--- config.mk ---
export PLATFORM = sky130hd
export DESIGN_NAME = pixel_to_ascii_glyph_and_color
export DESIGN_NICKNAME = d
export VERILOG_FILES = /design/src/rtl/p2a_pkg.sv /design/src/rtl/p2a_hue_argmin.sv /design/src/rtl/pixel_to_ascii_glyph_and_color.sv
export SDC_FILE = /design/constraint.sdc
export NUM_CORES = 1
export LEC_CHECK = 0
export BUFFER_PORTS_ARGS = -buffer_cell sky130_fd_sc_hd__clkbuf_2
export CAP_MARGIN = 10
export CORE_MARGIN = 4
export CORE_UTILIZATION = 50
export DETAILED_ROUTE_END_ITERATION = 7
export PLACE_DENSITY = 0.68
export SYNTH_ARGS = -nofsm -noshare
export SYNTH_HDL_FRONTEND = slang
export SYNTH_SLANG_ARGS = --single-unit
--- constraint.sdc ---
create_clock -name aclk -period 9.85 [get_ports aclk]
set_input_delay 0.985 -clock aclk [delete_from_list [all_inputs] [get_ports aclk]]
set_output_delay 0.985 -clock aclk [all_outputs]
set_load 0.02 [all_outputs]
--- src/rtl/p2a_pkg.sv ---
// ----------------------------------------------------------------------------
// p2a_pkg
// shared types, constants and tables for the pixel to glyph and color block
// ----------------------------------------------------------------------------
package p2a_pkg;

    localparam int CHAN_W       = 8;
    localparam int YQ_W         = 22;
    localparam int HUE_W        = 17;
    localparam int DIST_W       = 17;
    localparam int GLYPH_W      = 7;
    localparam int COLOR_W      = 6;
    localparam int LEVEL_W      = 4;
    localparam int HUE_IDX_W    = 3;
    localparam int GLYPH_LEVELS = 11;
    localparam int HUE_ENTRIES  = 6;

    localparam longint Y_FULL_SCALE = 64'd2550000;
    localparam longint LSTAR_CUBE   = 64'd1560896;

    localparam logic [COLOR_W-1:0] COLOR_BLACK = 6'd30;
    localparam logic [COLOR_W-1:0] COLOR_RED   = 6'd31;
    localparam logic [COLOR_W-1:0] COLOR_WHITE = 6'd37;

    typedef logic [YQ_W-1:0]    yq_t;
    typedef logic [DIST_W-1:0]  dist_t;
    typedef logic [HUE_W-1:0]   hue_t;
    typedef logic [LEVEL_W-1:0] level_t;
    typedef yq_t thresh_arr_t [GLYPH_LEVELS];
    typedef int  hue_deg_arr_t [HUE_ENTRIES];

    typedef enum logic [1:0] {
        MAX_RED,
        MAX_GREEN,
        MAX_BLUE
    } max_chan_t;

    localparam hue_deg_arr_t HUE_DEG = '{0, 120, 60, 240, 300, 180};

    // luminance limit of each lightness level, yq <= limit selects the level
    function automatic thresh_arr_t glyph_thresholds();
        thresh_arr_t th;
        longint      t;
        th[0] = '0;
        for (int i = 1; i < GLYPH_LEVELS; i++) begin
            t     = 64'(10 * i + 16);
            th[i] = YQ_W'(Y_FULL_SCALE * t * t * t / LSTAR_CUBE);
        end
        return th;
    endfunction

    localparam thresh_arr_t GLYPH_THRESH = glyph_thresholds();

    function automatic logic [GLYPH_W-1:0] glyph_char(input level_t lvl);
        logic [GLYPH_W-1:0] ch;
        case (lvl)
            4'd0:    ch = 7'd32;
            4'd1:    ch = 7'd46;
            4'd2:    ch = 7'd44;
            4'd3:    ch = 7'd58;
            4'd4:    ch = 7'd59;
            4'd5:    ch = 7'd116;
            4'd6:    ch = 7'd120;
            4'd7:    ch = 7'd64;
            4'd8:    ch = 7'd35;
            4'd9:    ch = 7'd78;
            default: ch = 7'd77;
        endcase
        return ch;
    endfunction

endpackage

--- src/rtl/p2a_hue_argmin.sv ---
// ----------------------------------------------------------------------------
// p2a_hue_argmin
// picks the nearest table hue from six distances, first entry wins a tie
// ----------------------------------------------------------------------------
module p2a_hue_argmin
    import p2a_pkg::*;
(
    input  dist_t                hue_dist [HUE_ENTRIES],
    output logic [HUE_IDX_W-1:0] best_idx
);

    dist_t best_dist;

    always_comb begin
        best_dist = hue_dist[0];
        best_idx  = '0;
        for (int k = 1; k < HUE_ENTRIES; k++) begin
            if (hue_dist[k] < best_dist) begin
                best_dist = hue_dist[k];
                best_idx  = HUE_IDX_W'(k);
            end
        end
    end

endmodule

--- src/rtl/pixel_to_ascii_glyph_and_color.sv ---
// ----------------------------------------------------------------------------
// pixel_to_ascii_glyph_and_color
// turns one rgb pixel into an ascii glyph and an ansi foreground color code
// ----------------------------------------------------------------------------
// usage:
//   s_ channel takes one pixel per request, s_tdata = red, green, blue
//   from the lowest byte up. m_ channel gives one result per pixel,
//   m_tdata = glyph_code [6:0], color_code [12:7], zero filled to 16 bits.
//   results leave in the order the pixels came in.
// pipeline and throughput:
//   four register stages; a pixel passes from stage 1 through to stage 4,
//   whose register drives m_tvalid and m_tdata. one pixel per cycle is
//   sustained while m_tready stays high, set by the four stage pipeline (max/min and
//   luminance, hue and level, six hue distances, argmin and glyph lookup).
// reset:
//   aresetn low clears all stage valid bits; no results are pending after.
// stall:
//   when m_tready is low the last stage holds its result; earlier stages
//   keep filling empty slots, and s_tready drops once every stage is full.
// ----------------------------------------------------------------------------
module pixel_to_ascii_glyph_and_color
    import p2a_pkg::*;
(
    input  logic        aclk,
    input  logic        aresetn,
    input  logic        s_tvalid,
    output logic        s_tready,
    input  logic [23:0] s_tdata,   // red_level, green_level, blue_level
    output logic        m_tvalid,
    input  logic        m_tready,
    output logic [15:0] m_tdata    // glyph_code, color_code, zero pad
);

    logic adv1, adv2, adv3, adv4;
    logic v1_reg, v2_reg, v3_reg, v4_reg;

    assign adv4     = !v4_reg || m_tready;
    assign adv3     = !v3_reg || adv4;
    assign adv2     = !v2_reg || adv3;
    assign adv1     = !v1_reg || adv2;
    assign s_tready = adv1;
    assign m_tvalid = v4_reg;

    always_ff @(posedge aclk) begin
        if (!aresetn) begin
            v1_reg <= 1'b0;
            v2_reg <= 1'b0;
            v3_reg <= 1'b0;
            v4_reg <= 1'b0;
        end else begin
            if (adv1) v1_reg <= s_tvalid;
            if (adv2) v2_reg <= v1_reg;
            if (adv3) v3_reg <= v2_reg;
            if (adv4) v4_reg <= v3_reg;
        end
    end

    // stage 1: luminance, channel max and min, max channel and hue difference
    logic [CHAN_W-1:0] red_in, green_in, blue_in;
    yq_t               yq_next, yq_reg;
    logic [CHAN_W-1:0] hi_next, lo_next, hi_reg, lo_reg;
    max_chan_t         sel_next, sel_reg;
    logic signed [CHAN_W:0] diff_next, diff_reg;

    assign red_in   = s_tdata[7:0];
    assign green_in = s_tdata[15:8];
    assign blue_in  = s_tdata[23:16];

    always_comb begin
        yq_next = YQ_W'(red_in) * YQ_W'(2126) + YQ_W'(green_in) * YQ_W'(7152)
                + YQ_W'(blue_in) * YQ_W'(722);
        hi_next  = red_in;
        sel_next = MAX_RED;
        if (green_in > hi_next) begin
            hi_next  = green_in;
            sel_next = MAX_GREEN;
        end
        if (blue_in > hi_next) begin
            hi_next  = blue_in;
            sel_next = MAX_BLUE;
        end
        lo_next = red_in;
        if (green_in < lo_next) lo_next = green_in;
        if (blue_in < lo_next) lo_next = blue_in;
        unique case (sel_next)
            MAX_RED:   diff_next = $signed({1'b0, green_in}) - $signed({1'b0, blue_in});
            MAX_GREEN: diff_next = $signed({1'b0, blue_in}) - $signed({1'b0, red_in});
            default:   diff_next = $signed({1'b0, red_in}) - $signed({1'b0, green_in});
        endcase
    end

    always_ff @(posedge aclk) begin
        if (adv1) begin
            yq_reg   <= yq_next;
            hi_reg   <= hi_next;
            lo_reg   <= lo_next;
            sel_reg  <= sel_next;
            diff_reg <= diff_next;
        end
    end

    // stage 2: scaled hue, chroma, special cases, lightness level
    logic [CHAN_W-1:0]  c_next, c2_reg;
    logic signed [19:0] hn_wide;
    logic signed [19:0] hoff;
    hue_t               hn2_reg;
    logic               black_next, white_next, grey_next;
    logic               black2_reg, white2_reg, grey2_reg;
    level_t             level_next, level2_reg;

    always_comb begin
        c_next     = hi_reg - lo_reg;
        black_next = (hi_reg == '0);
        white_next = (lo_reg == '1);
        grey_next  = (c_next == '0);
        unique case (sel_reg)
            MAX_RED:   hoff = diff_reg[CHAN_W] ? 20'sd360 : 20'sd0;
            MAX_GREEN: hoff = 20'sd120;
            default:   hoff = 20'sd240;
        endcase
        hn_wide = 20'(diff_reg) * 20'sd60 + hoff * $signed({12'd0, c_next});
        level_next = level_t'(GLYPH_LEVELS - 1);
        for (int i = GLYPH_LEVELS - 1; i >= 1; i--) begin
            if (yq_reg <= GLYPH_THRESH[i]) level_next = level_t'(i);
        end
        if (yq_reg == '0) level_next = '0;
    end

    always_ff @(posedge aclk) begin
        if (adv2) begin
            c2_reg     <= c_next;
            hn2_reg    <= hn_wide[HUE_W-1:0];
            black2_reg <= black_next;
            white2_reg <= white_next;
            grey2_reg  <= grey_next;
            level2_reg <= level_next;
        end
    end

    // stage 3: distance to each table hue
    dist_t  dist_next [HUE_ENTRIES];
    dist_t  dist3_reg [HUE_ENTRIES];
    logic   black3_reg, white3_reg, grey3_reg;
    level_t level3_reg;

    always_comb begin
        logic signed [HUE_W+1:0] d;
        for (int k = 0; k < HUE_ENTRIES; k++) begin
            d = $signed({2'b00, hn2_reg})
              - $signed({2'b00, HUE_W'(HUE_DEG[k]) * HUE_W'(c2_reg)});
            dist_next[k] = d[HUE_W+1] ? DIST_W'(-d) : DIST_W'(d);
        end
    end

    always_ff @(posedge aclk) begin
        if (adv3) begin
            dist3_reg  <= dist_next;
            black3_reg <= black2_reg;
            white3_reg <= white2_reg;
            grey3_reg  <= grey2_reg;
            level3_reg <= level2_reg;
        end
    end

    // stage 4: nearest hue and glyph lookup, this is the output register
    logic [HUE_IDX_W-1:0] best_idx;
    logic [COLOR_W-1:0]   color_next, color4_reg;
    logic [GLYPH_W-1:0]   glyph4_reg;

    p2a_hue_argmin u_argmin (
        .hue_dist (dist3_reg),
        .best_idx (best_idx)
    );

    always_comb begin
        if (black3_reg) begin
            color_next = COLOR_BLACK;
        end else if (white3_reg) begin
            color_next = COLOR_WHITE;
        end else if (grey3_reg) begin
            color_next = COLOR_RED;
        end else begin
            color_next = COLOR_RED + COLOR_W'(best_idx);
        end
    end

    always_ff @(posedge aclk) begin
        if (adv4) begin
            color4_reg <= color_next;
            glyph4_reg <= glyph_char(level3_reg);
        end
    end

    assign m_tdata = {3'b000, color4_reg, glyph4_reg};

endmodule
==> metrics.cfg <==
[finish]
multi_input_area_um2 = 17600
nFillCells = 4374
largest_register_ffs = 86
final_nets = 3441
final_layout_size_suffix_gt1_share_pct = 9.34
syn_to_final_growth_pct = 10.3
seq_area_um2 = 5610
antenna_cells = 0

[synthesis]
synth_cell_types = 80
avgSynthCellArea_um2 = 9.34
ys_seq_area_share_pct = 22.5
synthFlopType = edfxtp_1
syn_area_um2 = 24900
syn_inst = 2669
synth_edf_count = 184
ys_warn_count = 0
async_flop_share_pct = 0
ys_ff_latch = 188

[critical_path]
critical_path_class = flop to flop
crit_required_ps = 10080
arrival_ps = 10330
cp_slowest_stage_delay_ps = 390
slowest_stage = edfxtp_1
cpMostUsedCell = o21a_1
worstPathMaxFanout = 7
startpoint_type = flop
cp-end-kind = flop

[die]
io_pins = 46
core_um2 = 49100
rows = 81
die_h_um = 231
die-area_um2 = 53500
die_w_um = 231
start_util_pct = 50.8

[clock_network]
cts_htree_levels = 4
clockRootBuffer = clkbuf_16
clkTransAtPathRegs_ps = 70
clock-sinks = 188
cts_buffers = 17
cts_tree = yes
clockBufferDepth = 2
ctsHoldBuffers = 0
clkLatencyLatePin_ps = 480

[timing]
max_freq_mhz = 99.0
setup_viol = 5
hold_ws_ps = 420
worst_slack_ps = -252
drv_slew = 0
clock_skew_ps = 12.8
report.final.hold_viol_count = 0
worstMarginPinSlew_ps = 1180
period_needed_ps = 10100
rsz0062_at_grt = true
max_slew_margin_pct = 21.3
timing.final.crit_share_pct = 103

[grt]
grt-ovfl-total = 0
grt_max_degree = 94
grt_pass1_vias = 19200
grt_usage_pct = 22.1
grt_pass1_wl_mm = 94.9
grt_antenna_before_repair = 0

[routing]
wirelength_mm = 57.9
routedWlPerCell_um = 16.6
drtAntennaViolNets = 0
drc = 0
drtIter0Drc = 1012
dr.pass1.iters = 5
vias = 18800
vias_per_cell = 5.41

[placement]
port_buffers = 42
gp_routability_congestion = 0.906
dp_hpwl_mm = 48.7

[min_path]
holdCritPathClass = flop to flop

[flow_run]
maxCapViolCount = 0

[run_status]
status = finished, violations left
violations = setup timing

==> critical path: cells and delay by family (launching register included) <==
family | cells | cell delay [ps]
adder cells (fa/ha/maj) | 7 | 1740
AO/OA/AOI/OAI | 30 | 5010
AND/OR/NAND/NOR | 9 | 1400
flip-flops | 1 | 390
buffers and inverters | 6 | 770
multiplexers | 3 | 540
==> area by class of cell <==
class,instances,area share [%]
clock buffer,19,1.58
inverter,479,6.54
multi-input combinational,1966,64.2
clock inverter,13,0.337
sequential,188,20.4
timing repair buffer,151,3.93
tap,664,3.02
==> per-stage QoR <==
step / cell area, um^2 / std cells / utilization [%] / setup slack (ps) / TNS, ps
3_3_place_gp: 26500 / 3422 / 54.0 / -89.0 / -208
6_report: 27500 / 3480 / 56.0 / -252 / -1020
2_1_floorplan: 25000 / 2671 / - / -6.50 / -6.50
5_1_grt: 27500 / 3480 / 56.0 / -840 / -4580
3_5_place_dp: 26500 / 3422 / 54.0 / -381 / -1360
4_1_cts: 27300 / 3472 / 55.6 / -252 / -1080
==> synthesized netlist by cell type (all sizes together) (37+ instances only) <==
master | count | area share, %
fa | 152 | 12
ha | 458 | 23
o21bai | 49 | 1.5
a21o | 59 | 1.8
o21ai | 123 | 2.5
nor2 | 169 | 2.6
xnor2 | 154 | 5.4
nor2b | 37 | 0.93
edfxtp | 184 | 22
inv | 478 | 7.2
nand2 | 111 | 1.7
xor2 | 61 | 2.1
mux2i | 57 | 2.4
a21oi | 191 | 3.9
==> metal layers <==
| metal | vias to the layer above | part of all wire (%) | GRT usage (%) |
|---|---|---|---|
| met3 | 157 | 3.7 | 3.27 |
| met2 | 408 | 49 | 38.8 |
| met4 | 0 | 5.4 | 11.4 |
| li1 | 9403 | - | - |
| met1 | 8857 | 42 | 26.4 |
| met5 | - | 0 | 0 |
==> worst paths after layout <==
| check | cells past startpoint | slack (ps) | to | startpoint |
|---|---|---|---|---|
| worst max-delay path | 55 | -250 | color4_reg[2] | dist3_reg[93] |
| worst min register to register | 0 | 420 | level3_reg[1] | level2_reg[1] |
| worst max register to register | 55 | -250 | color4_reg[2] | dist3_reg[93] |
| worst min-delay path | 0 | 420 | level3_reg[1] | level2_reg[1] |
==> cells in the final DEF (no fill, tap or decap), types with 100 or more instances in the layout <==
| cell | instances |
|---|---|
| inv_1 | 475 |
| o21ai_0 | 114 |
| edfxtp_1 | 184 |
| ha_1 | 452 |
| fa_1 | 152 |
| a21oi_1 | 176 |
| nor2_1 | 163 |
| nand2_1 | 109 |
| buf_4 | 100 |
| xnor2_1 | 154 |
==> cell families after synthesis <==
family / Yosys count / synth area share (%)
flops: 188 / 22.5
fa+ha+maj: 610 / 35.2
xor+xnor: 215 / 7.56
mux: 63 / 2.71
other cells: 1 / 0.0151
simple gates: 508 / 9.82
buf+inv: 517 / 7.94
compound gates: 567 / 14.3
==> what timing repair did <==
item | CTS | global route
endpoints found under the setup margin | 5 | 6
hold endpoints to repair | 0 | 0
resized for setup | 28 | 22
pin swaps | 26 | 25
buffers inserted | 18 | 8
gates cloned | 0 | 0
Power is not shown: default switching activity piles up to over one toggle a cycle in this logic, so the estimate is an artifact.
